### config.mk
export PLATFORM = sky130hd
export DESIGN_NAME = keyed_event_counter_table_core_flat
export DESIGN_NICKNAME = d
export VERILOG_FILES = /design/src/rtl/kect_pkg.sv /design/src/rtl/kect_cmd_if.sv /design/src/rtl/kect_rsp_if.sv /design/src/rtl/keyed_event_counter_table_core.sv /design/src/flat_wrapper.sv
export SDC_FILE = /design/constraint.sdc
export NUM_CORES = 2
export LEC_CHECK = 0
export BUFFER_PORTS_ARGS = -buffer_cell sky130_fd_sc_hd__buf_4
export CORE_MARGIN = 2
export CORE_UTILIZATION = 38
export DETAILED_ROUTE_END_ITERATION = 6
export PLACE_DENSITY = 0.6
export RECOVER_POWER = 25
export REMOVE_ABC_BUFFERS = 1
export SETUP_SLACK_MARGIN = 0.05
export SLEW_MARGIN = 20
export SYNTH_ARGS = -nofsm -noshare
export SYNTH_HDL_FRONTEND = slang
export SYNTH_SLANG_ARGS = --single-unit
### constraint.sdc
create_clock -name clk -period 17.8 [get_ports clk]
set_clock_uncertainty 0.15 [all_clocks]
set_input_delay 1.78 -clock clk [delete_from_list [all_inputs] [get_ports clk]]
set_output_delay 1.78 -clock clk [all_outputs]
set_load 0.05 [all_outputs]
### src/rtl/kect_pkg.sv
// Shared types and constants of the keyed event counter table.
// No dependencies; used by the channel interfaces and the core.
package kect_pkg;

	localparam int TABLE_ENTRIES = 8;
	localparam int GROUP_SIZE    = 5;
	localparam int CNT_BITS      = 32;
	localparam int KEY_BITS      = 64;

	localparam int SLOT_W = (TABLE_ENTRIES > 1) ? $clog2(TABLE_ENTRIES) : 1;
	localparam int CNT_W  = $clog2(TABLE_ENTRIES + 1);
	localparam int LANE_W = $clog2(GROUP_SIZE);
	localparam int ROWS   = 2 * TABLE_ENTRIES;
	localparam int ROW_AW = SLOT_W + 1;
	localparam int ROW_W  = GROUP_SIZE * CNT_BITS;

	typedef logic [1:0]          op_t;
	typedef logic [2:0]          status_t;
	typedef logic [KEY_BITS-1:0] key_t;
	typedef logic [CNT_BITS-1:0] count_t;

	localparam op_t OP_REGISTER = 2'd0;
	localparam op_t OP_COUNT    = 2'd1;
	localparam op_t OP_REPORT   = 2'd2;
	// spare code: accepted, ignored
	localparam op_t OP_UNUSED   = 2'd3;

	localparam status_t ST_COUNTED = 3'd0;
	localparam status_t ST_UNKNOWN = 3'd1;
	localparam status_t ST_PRESENT = 3'd2;
	localparam status_t ST_ADDED   = 3'd3;
	localparam status_t ST_FULL    = 3'd4;
	localparam status_t ST_REPORT  = 3'd5;

endpackage

### src/rtl/kect_cmd_if.sv
// Command channel of the counter table: valid/ready plus one command beat.
// Depends on kect_pkg.
interface kect_cmd_if;
	logic             valid;
	logic             ready;
	kect_pkg::op_t    op;
	kect_pkg::key_t   key;
	logic [3:0]       counter_sel;
	logic             group;

	modport source (output valid, op, key, counter_sel, group, input ready);
	modport sink   (input valid, op, key, counter_sel, group, output ready);
endinterface

### src/rtl/kect_rsp_if.sv
// Result channel of the counter table: valid/ready plus one result beat.
// Depends on kect_pkg.
interface kect_rsp_if;
	logic              valid;
	logic              ready;
	kect_pkg::status_t status;
	logic [2:0]        entry_index;
	kect_pkg::key_t    entry_key;
	kect_pkg::count_t  count_a;
	kect_pkg::count_t  count_b;
	kect_pkg::count_t  count_c;
	kect_pkg::count_t  count_d;
	kect_pkg::count_t  count_e;
	logic              last;

	modport source (output valid, status, entry_index, entry_key, count_a, count_b,
		count_c, count_d, count_e, last, input ready);
	modport sink   (input valid, status, entry_index, entry_key, count_a, count_b,
		count_c, count_d, count_e, last, output ready);
endinterface

### src/rtl/keyed_event_counter_table_core.sv
// Keyed event counter table: key registers, counter row memory, control FSM.
// Depends on kect_pkg, kect_cmd_if and kect_rsp_if.
//
//  channel | role | beat contents
//  --------+------+----------------------------------------------------------
//  cmd     | sink | op, key, counter_sel, group
//  rsp     | src  | status, entry_index, entry_key, count_a..count_e, last
//
// Register and count: accept (parallel key compare, counter row read for count)
// then execute (key store, or increment and write back through the one-port memory).
// Report is accepted, then gives one result per stored entry, one row read each.
// A held result stalls execute/report; a new command is taken while the last
// result still waits. Report clear and slot reuse work on per-row valid flops,
// so there is no clearing sweep after reset.
module keyed_event_counter_table_core (
	input  logic          clk,
	input  logic          arst_n,
	kect_cmd_if.sink      cmd,
	kect_rsp_if.source    rsp
);

	localparam logic [1:0] S_IDLE = 2'd0;
	localparam logic [1:0] S_EXEC = 2'd1;
	localparam logic [1:0] S_RPT  = 2'd2;

	logic [1:0] state_q;

	// key registers and fill count
	kect_pkg::key_t                key_q [kect_pkg::TABLE_ENTRIES];
	logic [kect_pkg::CNT_W-1:0]    entry_cnt_q;

	// counter rows: {slot, group} -> five counters
	logic [kect_pkg::ROW_W-1:0]    cnt_mem [kect_pkg::ROWS];
	logic [kect_pkg::ROW_W-1:0]    mem_rdata_q;
	logic                          mem_re, mem_we;
	logic [kect_pkg::ROW_AW-1:0]   mem_raddr;
	logic [kect_pkg::ROW_W-1:0]    mem_wdata;
	logic [kect_pkg::ROWS-1:0]     row_valid_q;

	// command held for execute
	kect_pkg::op_t                 op_s1;
	kect_pkg::key_t                key_s1;
	logic                          hit_s1;
	logic [kect_pkg::SLOT_W-1:0]   slot_s1;
	logic [kect_pkg::ROW_AW-1:0]   row_s1;
	logic [kect_pkg::LANE_W-1:0]   lane_s1;
	logic                          sel_ok_s1;

	logic                          grp_q;
	logic [kect_pkg::SLOT_W-1:0]   rpt_idx_q;

	// output register
	logic                          rsp_valid_q;
	kect_pkg::status_t             rsp_status_q;
	logic [2:0]                    rsp_index_q;
	kect_pkg::key_t                rsp_key_q;
	kect_pkg::count_t              rsp_cnt_q [kect_pkg::GROUP_SIZE];
	logic                          rsp_last_q;

	logic                          cmd_acc, out_free, out_load;
	logic                          lk_hit;
	logic [kect_pkg::SLOT_W-1:0]   lk_slot;
	logic                          sel_hi, sel_ok;
	logic [kect_pkg::LANE_W-1:0]   sel_lane;
	logic [kect_pkg::ROW_W-1:0]    cur_row;
	kect_pkg::count_t              new_cnt;
	logic                          table_full;
	logic                          rpt_last;

	kect_pkg::status_t             o_status;
	logic [2:0]                    o_index;
	kect_pkg::key_t                o_key;
	logic [kect_pkg::ROW_W-1:0]    o_counts;
	logic                          o_last;

	assign cmd.ready = (state_q == S_IDLE);
	assign cmd_acc   = cmd.valid && cmd.ready;
	assign out_free  = !rsp_valid_q || rsp.ready;

	// parallel compare over filled slots, lowest slot wins
	always_comb begin
		lk_hit  = 1'b0;
		lk_slot = '0;
		for (int i = kect_pkg::TABLE_ENTRIES - 1; i >= 0; i--) begin
			if (kect_pkg::CNT_W'(i) < entry_cnt_q && key_q[i] == cmd.key) begin
				lk_hit  = 1'b1;
				lk_slot = kect_pkg::SLOT_W'(i);
			end
		end
	end

	assign sel_hi   = cmd.counter_sel >= 4'(kect_pkg::GROUP_SIZE);
	assign sel_ok   = cmd.counter_sel < 4'(2 * kect_pkg::GROUP_SIZE);
	assign sel_lane = sel_hi ? kect_pkg::LANE_W'(cmd.counter_sel - 4'(kect_pkg::GROUP_SIZE))
	                         : kect_pkg::LANE_W'(cmd.counter_sel);

	assign table_full = entry_cnt_q >= kect_pkg::CNT_W'(kect_pkg::TABLE_ENTRIES);
	assign rpt_last   = (kect_pkg::CNT_W'(rpt_idx_q) + kect_pkg::CNT_W'(1)) == entry_cnt_q;

	// stale rows read as zero
	assign cur_row = row_valid_q[(state_q == S_RPT) ? {rpt_idx_q, grp_q} : row_s1]
	                 ? mem_rdata_q : '0;
	assign new_cnt = cur_row[lane_s1*kect_pkg::CNT_BITS +: kect_pkg::CNT_BITS] + 1'b1;

	// memory read issue
	always_comb begin
		mem_re    = 1'b0;
		mem_raddr = '0;
		if (cmd_acc && cmd.op == kect_pkg::OP_COUNT && lk_hit && sel_ok) begin
			mem_re    = 1'b1;
			mem_raddr = {lk_slot, sel_hi};
		end else if (cmd_acc && cmd.op == kect_pkg::OP_REPORT && entry_cnt_q != '0) begin
			mem_re    = 1'b1;
			mem_raddr = {kect_pkg::SLOT_W'(0), cmd.group};
		end else if (state_q == S_RPT && out_free && !rpt_last) begin
			mem_re    = 1'b1;
			mem_raddr = {rpt_idx_q + 1'b1, grp_q};
		end
	end

	assign out_load = out_free && (state_q == S_EXEC || state_q == S_RPT);
	assign mem_we   = out_load && state_q == S_EXEC && op_s1 == kect_pkg::OP_COUNT
	                  && hit_s1 && sel_ok_s1;

	always_comb begin
		mem_wdata = cur_row;
		mem_wdata[lane_s1*kect_pkg::CNT_BITS +: kect_pkg::CNT_BITS] = new_cnt;
	end

	always_ff @(posedge clk) begin
		if (mem_we)
			cnt_mem[row_s1] <= mem_wdata;
		if (mem_re)
			mem_rdata_q <= cnt_mem[mem_raddr];
	end

	// result beat contents
	always_comb begin
		o_status = kect_pkg::ST_REPORT;
		o_index  = 3'(rpt_idx_q);
		o_key    = key_q[rpt_idx_q];
		o_counts = cur_row;
		o_last   = rpt_last;
		if (state_q == S_EXEC) begin
			o_counts = '0;
			o_last   = 1'b1;
			unique case (op_s1)
				kect_pkg::OP_REGISTER: begin
					if (hit_s1) begin
						o_status = kect_pkg::ST_PRESENT;
						o_index  = 3'(slot_s1);
						o_key    = key_s1;
					end else if (!table_full) begin
						o_status = kect_pkg::ST_ADDED;
						o_index  = 3'(entry_cnt_q);
						o_key    = key_s1;
					end else begin
						o_status = kect_pkg::ST_FULL;
						o_index  = '0;
						o_key    = '0;
					end
				end
				default: begin
					if (hit_s1) begin
						o_status = kect_pkg::ST_COUNTED;
						o_index  = 3'(slot_s1);
						o_key    = key_s1;
						if (sel_ok_s1)
							o_counts[kect_pkg::CNT_BITS-1:0] = new_cnt;
					end else begin
						o_status = kect_pkg::ST_UNKNOWN;
						o_index  = '0;
						o_key    = '0;
					end
				end
			endcase
		end
	end

	always_ff @(posedge clk or negedge arst_n) begin
		if (!arst_n) begin
			state_q     <= S_IDLE;
			entry_cnt_q <= '0;
			row_valid_q <= '0;
			rpt_idx_q   <= '0;
			rsp_valid_q <= 1'b0;
		end else begin
			if (out_load)
				rsp_valid_q <= 1'b1;
			else if (rsp.ready)
				rsp_valid_q <= 1'b0;

			if (mem_we)
				row_valid_q[row_s1] <= 1'b1;

			unique case (state_q)
				S_IDLE: begin
					if (cmd_acc) begin
						if (cmd.op == kect_pkg::OP_REGISTER || cmd.op == kect_pkg::OP_COUNT)
							state_q <= S_EXEC;
						else if (cmd.op == kect_pkg::OP_REPORT) begin
							rpt_idx_q <= '0;
							if (entry_cnt_q != '0)
								state_q <= S_RPT;
							else
								row_valid_q <= '0;
						end
					end
				end
				S_EXEC: begin
					if (out_free) begin
						state_q <= S_IDLE;
						if (op_s1 == kect_pkg::OP_REGISTER && !hit_s1 && !table_full) begin
							entry_cnt_q <= entry_cnt_q + 1'b1;
							row_valid_q[{entry_cnt_q[kect_pkg::SLOT_W-1:0], 1'b0}] <= 1'b0;
							row_valid_q[{entry_cnt_q[kect_pkg::SLOT_W-1:0], 1'b1}] <= 1'b0;
						end
					end
				end
				S_RPT: begin
					if (out_free) begin
						if (rpt_last) begin
							state_q     <= S_IDLE;
							row_valid_q <= '0;
						end else begin
							rpt_idx_q <= rpt_idx_q + 1'b1;
						end
					end
				end
				default: state_q <= S_IDLE;
			endcase
		end
	end

	// payload registers
	always_ff @(posedge clk) begin
		if (cmd_acc) begin
			op_s1     <= cmd.op;
			key_s1    <= cmd.key;
			hit_s1    <= lk_hit;
			slot_s1   <= lk_slot;
			row_s1    <= {lk_slot, sel_hi};
			lane_s1   <= sel_lane;
			sel_ok_s1 <= sel_ok;
			grp_q     <= cmd.group;
		end
		if (out_load && state_q == S_EXEC && op_s1 == kect_pkg::OP_REGISTER
		    && !hit_s1 && !table_full)
			key_q[entry_cnt_q[kect_pkg::SLOT_W-1:0]] <= key_s1;
		if (out_load) begin
			rsp_status_q <= o_status;
			rsp_index_q  <= o_index;
			rsp_key_q    <= o_key;
			rsp_last_q   <= o_last;
			for (int j = 0; j < kect_pkg::GROUP_SIZE; j++)
				rsp_cnt_q[j] <= o_counts[j*kect_pkg::CNT_BITS +: kect_pkg::CNT_BITS];
		end
	end

	assign rsp.valid       = rsp_valid_q;
	assign rsp.status      = rsp_status_q;
	assign rsp.entry_index = rsp_index_q;
	assign rsp.entry_key   = rsp_key_q;
	assign rsp.count_a     = rsp_cnt_q[0];
	assign rsp.count_b     = rsp_cnt_q[1];
	assign rsp.count_c     = rsp_cnt_q[2];
	assign rsp.count_d     = rsp_cnt_q[3];
	assign rsp.count_e     = rsp_cnt_q[4];
	assign rsp.last        = rsp_last_q;

	a_cnt_range: assert property (@(posedge clk) disable iff (!arst_n)
		entry_cnt_q <= kect_pkg::CNT_W'(kect_pkg::TABLE_ENTRIES))
		else $error("fill count beyond table size");

	a_rpt_idx: assert property (@(posedge clk) disable iff (!arst_n)
		state_q == S_RPT |-> kect_pkg::CNT_W'(rpt_idx_q) < entry_cnt_q)
		else $error("report index past filled slots");

	a_rpt_clear: assert property (@(posedge clk) disable iff (!arst_n)
		(state_q == S_RPT && out_free && rpt_last) |=> row_valid_q == '0)
		else $error("counters not cleared after report");

	a_row_owner: assert property (@(posedge clk) disable iff (!arst_n)
		(row_valid_q >> {entry_cnt_q, 1'b0}) == '0)
		else $error("live counter row for an empty slot");

endmodule
### src/flat_wrapper.sv
// flat-port wrapper written by rule: the top's interface ports become plain ports
module keyed_event_counter_table_core_flat 
  (clk, arst_n, cmd_valid, cmd_op, cmd_key, cmd_counter_sel, cmd_group, cmd_ready, rsp_valid, rsp_status, rsp_entry_index, rsp_entry_key, rsp_count_a, rsp_count_b, rsp_count_c, rsp_count_d, rsp_count_e, rsp_last, rsp_ready);
  kect_cmd_if cmd_i ();
  kect_rsp_if rsp_i ();
  input  logic clk;
  input  logic arst_n;
  input wire logic [$bits(cmd_i.valid)-1:0] cmd_valid;
  input wire logic [$bits(cmd_i.op)-1:0] cmd_op;
  input wire logic [$bits(cmd_i.key)-1:0] cmd_key;
  input wire logic [$bits(cmd_i.counter_sel)-1:0] cmd_counter_sel;
  input wire logic [$bits(cmd_i.group)-1:0] cmd_group;
  output wire logic [$bits(cmd_i.ready)-1:0] cmd_ready;
  output wire logic [$bits(rsp_i.valid)-1:0] rsp_valid;
  output wire logic [$bits(rsp_i.status)-1:0] rsp_status;
  output wire logic [$bits(rsp_i.entry_index)-1:0] rsp_entry_index;
  output wire logic [$bits(rsp_i.entry_key)-1:0] rsp_entry_key;
  output wire logic [$bits(rsp_i.count_a)-1:0] rsp_count_a;
  output wire logic [$bits(rsp_i.count_b)-1:0] rsp_count_b;
  output wire logic [$bits(rsp_i.count_c)-1:0] rsp_count_c;
  output wire logic [$bits(rsp_i.count_d)-1:0] rsp_count_d;
  output wire logic [$bits(rsp_i.count_e)-1:0] rsp_count_e;
  output wire logic [$bits(rsp_i.last)-1:0] rsp_last;
  input wire logic [$bits(rsp_i.ready)-1:0] rsp_ready;
  assign cmd_i.valid = cmd_valid;
  assign cmd_i.op = cmd_op;
  assign cmd_i.key = cmd_key;
  assign cmd_i.counter_sel = cmd_counter_sel;
  assign cmd_i.group = cmd_group;
  assign cmd_ready = cmd_i.ready;
  assign rsp_valid = rsp_i.valid;
  assign rsp_status = rsp_i.status;
  assign rsp_entry_index = rsp_i.entry_index;
  assign rsp_entry_key = rsp_i.entry_key;
  assign rsp_count_a = rsp_i.count_a;
  assign rsp_count_b = rsp_i.count_b;
  assign rsp_count_c = rsp_i.count_c;
  assign rsp_count_d = rsp_i.count_d;
  assign rsp_count_e = rsp_i.count_e;
  assign rsp_last = rsp_i.last;
  assign rsp_i.ready = rsp_ready;
  keyed_event_counter_table_core u_core (.clk(clk), .arst_n(arst_n), .cmd(cmd_i), .rsp(rsp_i));
endmodule
# ---- Yosys cells after proc, flatten, opt, wreduce, memory -nomap -nowiden
# Memory sizes are Yosys's and may differ from the RTL's. A register that Yosys moved wholly into a read port is not among the register bits.
# Index checks and enable logic that the tools add are counted.
dict set report op_classes {
  n_addsub 6
  n_lt_le_gt_ge 18
  eq_ne 23
  n_shift 3
  muxes 84
  bitwise_logic 5
  reduce_logical 45
}
# cell count
set op_table {}
lappend op_table {{64-bit equality test} 8}
lappend op_table {{160-bit 2-to-1 mux} 2}
lappend op_table {{64-bit 2-to-1 mux} 5}
lappend op_table {{160-bit bitwise mux} 1}
lappend op_table {{32-bit by 34-bit variable shift with 160-bit output, first input constant} 1}
lappend op_table {{160-bit by 9-bit variable part select with 32-bit output} 1}
lappend op_table {{32-bit by 34-bit variable part select with 160-bit output} 1}
lappend op_table {{16-bit 2-to-1 mux} 9}
lappend op_table {{32-bit 2-to-1 mux} 3}
lappend op_table {{3-bit 2-to-1 mux} 22}
lappend op_table {{16-bit case mux with 3 select lines} 1}
lappend op_table {{8-bit negation with 34-bit output} 1}
lappend op_table {{32-bit by 1-bit adder with 32-bit output, second input constant} 1}
lappend op_table {{16-bit bitwise AND} 2}
lappend op_table {{1-bit logical AND} 29}
lappend op_table {{1-bit 2-to-1 mux} 24}
lappend op_table {{4-bit by 5-bit less-than comparator with 1-bit output, second input constant} 4}
lappend op_table {{3-bit by 4-bit less-than comparator with 1-bit output, first input constant} 4}
lappend op_table {{4-bit 2-to-1 mux} 4}
lappend op_table {{15-bit inverter with 16-bit output} 1}
lappend op_table {{16-bit inverter} 1}
lappend op_table {{16-bit OR} 1}
lappend op_table {{2-bit 2-to-1 mux} 7}
lappend op_table {{4-bit by 1-bit >= comparator with 1-bit output, second input constant} 3}
lappend op_table {{27 further kinds} 48}
dict set report totals {
  reg_bits 176
  mem_bits_rw 3232
  elab_cells 204
  n_memories 3
}
# name depth word_bits rd rd_clocked_by_memory_dff wr line
set mem_list {}
lappend mem_list {u_core.cnt_mem 16 160 1 1 1 keyed_event_counter_table_core.sv:33} ;# logic [kect_pkg::ROW_W-1:0] cnt_mem [kect_pkg::ROWS];
lappend mem_list {u_core.key_q 8 64 9 0 1 keyed_event_counter_table_core.sv:29} ;# kect_pkg::key_t key_q [kect_pkg::TABLE_ENTRIES];
lappend mem_list {u_core.rsp_cnt_q 5 32 5 0 5 keyed_event_counter_table_core.sv:57} ;# kect_pkg::count_t rsp_cnt_q [kect_pkg::GROUP_SIZE];

# ---- Depth between registers and ports, before layout
# An unclocked memory read counts as a cell.
dict set report logic_depth {
  ltp_word 14
  ltp_mapped 20
}

# ---- Worst setup path before layout
# Ideal clock, no wire load.
dict set report synth_timing {
  kind {input-to-reg}
  start {in rsp_ready}
  end {mem u_core.cnt_mem[4][0] (netlist name), enable pin}
  setup_time_ns 0.878
  arrival_ns 13.637
  required_time_ns 16.772
  setup_slack_ns 3.136
  cell_stages 6
  path_buffers 1
  path_cell_list {nand2b_1 clkbuf_1 and3_1 nand2_1 or3_1 nor3_1}
}
dict set report synth_via {
  elab_chain_cells 8
}
# item line
set synth_rtl {}
lappend synth_rtl {{start: declaration} flat_wrapper.sv:24} ;# input wire logic [$bits(rsp_i.ready)-1:0] rsp_ready;
lappend synth_rtl {{1-bit logical OR} keyed_event_counter_table_core.sv:78} ;# assign out_free = !rsp_valid_q || rsp.ready;
lappend synth_rtl {{1-bit logical AND} keyed_event_counter_table_core.sv:121} ;# assign out_load = out_free && (state_q == S_EXEC || state_q == S_RPT);
lappend synth_rtl {{1-bit logical AND (2 in a row)} keyed_event_counter_table_core.sv:122} ;# assign mem_we = out_load && state_q == S_EXEC && op_s1 == kect_pkg::OP_COUNT
lappend synth_rtl {{1-bit logical AND (2 in a row)} keyed_event_counter_table_core.sv:123} ;# && hit_s1 && sel_ok_s1;
lappend synth_rtl {{1-bit 2-to-1 mux} keyed_event_counter_table_core.sv:131} ;# if (mem_we)
lappend synth_rtl {{1-bit 2-to-1 mux (not written as such)} keyed_event_counter_table_core.sv:132} ;# cnt_mem[row_s1] <= mem_wdata;
lappend synth_rtl {{end: declaration} keyed_event_counter_table_core.sv:33}
# Every way passes these cells.

# ---- Worst setup path after layout
dict set report layout_timing {
  start {in rsp_ready}
  end {mem u_core.cnt_mem[11][133] (netlist name), enable pin}
}
# The elaborated chain is that of the path after synthesis.

==> flow_summary.json <==
{
  "clock.fmax_mhz": 83.8,
  "first_pass_iters": 7,
  "dp_hpwl_mm": 311,
  "finalPower_mw": 22.2,
  "ctsHoldBuffers": 0,
  "synth-seq-cells": 3565,
  "initial_core_util_pct": 38.2,
  "ctsRootBufferMaster": "clkbuf_16",
  "arrival_ns": 12.38,
  "vias": 87700,
  "cp-end-kind": "register",
  "synth.distinct_cells": 84,
  "coreArea_mm2": 0.386,
  "die_area_mm2": 0.393,
  "drive_gt1_share_pct": 11.2,
  "irDropWorstVdd_mv": 0.124,
  "crit_type": "in2reg",
  "final_common_cell": "edfxtp_1",
  "core.rowCount": 228,
  "drc_errors": 2,
  "startpoint_type": "input pin",
  "synth_area_mm2": 0.148,
  "status": "finished with violations",
  "fin_hold_ws_ns": 0.336,
  "fin_tns_setup_ns": 0,
  "grt_pass1_vias": 83900,
  "grt_overflow": 0,
  "grt_use_met2_pct": 42.0,
  "cts.sinks": 3565,
  "yosysWarnings": 0,
  "leakagePower_nw": 54.5,
  "cts_inserted_buffers": 379,
  "clkTransAtPathRegs_ns": 0.06,
  "path_max_fanout": 95,
  "ioPinCount": 308,
  "setup_violations": 0,
  "slowest_stage": "clkbuf_1",
  "final.min_clock_period_ns": 11.94,
  "holdCritPathClass": "reg2reg",
  "drtIter0Drc": 10700,
  "cp_common_cell": "buf_4",
  "power.density_mw_per_mm2": 132,
  "areaGrowthSynthToFinish_pct": 13.4,
  "cap_violations": 39,
  "cp_cell_sequence": "clkbuf_4 > nand2b_1 > and3_1 > nand4_1 > nor2_4 > clkbuf_1 > buf_4 > buf_4",
  "routed_wl_mm": 517,
  "clk_latency_ns": 0.99,
  "slew-limit-headroom_pct": -545,
  "postSynthCellCount": 9004,
  "cp.required_ns": 18.24,
  "avgViaCountPerCell": 5.88,
  "synth_edf_count": 3539,
  "place_ws_ns": 8.58,
  "finalMaxSlewViolations": 1366,
  "grt.busiest_layer": "met2",
  "grt_usage_pct": 25.7,
  "post-cts-setup-buffers": 0,
  "avgSynthCellArea_um2": 16.4,
  "timing.final.crit_share_pct": 67.1,
  "violations": "DRC, capacitance limit, slew limit",
  "grt_start_max_net_pins": 160,
  "cts-resized-gates": 0,
  "fin_nets": 9488,
  "ys.flop_type": "edfxtp_1",
  "mostFrequentLayoutCells": "3539 x edfxtp_1, 1026 x mux2i_1, 570 x nand2_1, 410 x clkbuf_1, 383 x clkbuf_16",
  "worst_slew_pin_slew_ns": 9.68,
  "avgRoutedWirePerCell_um": 34.7,
  "critPathMaxStageDelay_ns": 6.67,
  "gp_routability_congestion": 1.04,
  "hold_violations": 0,
  "cts_tree": "built",
  "ant_nets": 0,
  "async_flop_share_pct": 0.729,
  "die_h_um": 627,
  "gr-usage-met1_pct": 34.3,
  "rsz0062_at_grt": "no",
  "io_buffer_count": 307,
  "ys_seq_area_share_pct": 72.5,
  "grt.met3_usage_pct": 3.73,
  "die_w_um": 627,
  "cts_max_path_buffers": 4,
  "layout_setup_ws_ns": 5.86,
  "antenna_found_initial": 43,
  "grt_pass1_wl_mm": 703,
  "cts_htree_levels": 5
}
[sequential cells by signal, summed over array words and instances (netlist names), 3 cells and up]
register	cells
u_core.rpt_idx_q	3
u_core.row_s1	4
u_core.lane_s1	3
u_core.rsp.entry_key	64
u_core.rsp.entry_index	3
u_core.row_valid_q	16
u_core.cnt_mem	2560
u_core.key_q	512
u_core.entry_cnt_q	4
u_core.rsp_cnt_q	160
u_core.key_s1	64
u_core.rsp.status	3
u_core.mem_rdata_q	160
[critical path, delay by kind of cell]
kind | cells | cell delay (ns)
buf+inv | 4 | 8.91
simple gates | 4 | 1.47
[metrics by stage]
stage | util (%) | cells | cell area (um^2)
after floorplan | - | 8434 | 145000
after global placement | 40.6 | 14200 | 157000
after detailed placement | 40.6 | 14200 | 157000
after CTS | 43.7 | 14900 | 169000
after global routing | 43.3 | 14900 | 167000
final | 43.4 | 14900 | 167000
[Yosys cell counts (45+ instances only)]
master	count	area share (%)
edfxtp_1	3539	72
mux2i_1	1028	7.0
nand2_1	573	1.5
clkbuf_1	327	0.83
a211oi_1	307	1.6
o21ai_0	265	0.90
a22oi_1	260	1.3
xnor2_1	245	1.5
xor2_1	231	1.4
nand3_1	192	0.65
mux4_2	190	2.9
buf_2	159	0.54
and3_1	139	0.59
nor4_1	119	0.50
nand4_1	118	0.50
nor2_1	117	0.30
and2_1	111	0.47
and2_0	87	0.37
nor2b_1	86	0.36
nand2b_1	76	0.32
a21oi_1	71	0.24
a22o_1	53	0.31
nor3_1	47	0.16
or4_1	47	0.24
buf_1	45	0.11
inv_1	45	0.11
[per-layer routing]
metal / share of wire [%] / up-vias
li1: - / 36500
met1: 40 / 45800
met2: 48 / 4517
met3: 7.8 / 924
met4: 4.8 / 8
met5: 0.0091 / -
[area by class of cell]
cell class / instances / area, um^2
tap: 5175 / 6470
antenna: 23 / 57.6
sequential: 3565 / 107000
multi-input combinational: 4823 / 38300
clock buffer: 459 / 9890
fill: 34000 / 219000
inverter: 46 / 176
timing repair buffer: 582 / 3410
clock inverter: 230 / 2120
[power breakdown]
group / switching (mW) / internal [mW] / total [mW]
combinational: 3.16 / 1.09 / 4.25
sequential: 0.370 / 9.82 / 10.2
clock: 3.38 / 4.35 / 7.73
[final timing paths]
kind | cells after the start | slack (ns) | start | end
worst min-delay path | 1 | 0.34 | u_core.row_valid_q[1] | u_core.row_valid_q[1]
worst max-delay path | 8 | 5.86 | rsp_ready | u_core.cnt_mem[11][133]
worst max register to register | 7 | 6.32 | u_core.rsp.valid | u_core.cnt_mem[11][133]
worst min register to register | 1 | 0.34 | u_core.row_valid_q[1] | u_core.row_valid_q[1]
max in group asynchronous | 1 | 15.38 | arst_n | u_core.rpt_idx_q[0]
min in group asynchronous | 1 | 1.06 | arst_n | u_core.rsp.valid
[logic make-up after synthesis]
kind of cell | Yosys count | synth area share [%]
buf+inv | 616 | 1.84
fa+ha+maj | 16 | 0.136
compound gates | 1305 | 6.30
simple gates | 1781 | 6.33
xor+xnor | 477 | 2.84
mux | 1244 | 10.1
flops | 3565 | 72.5
Power figures use the tool's default switching activity.
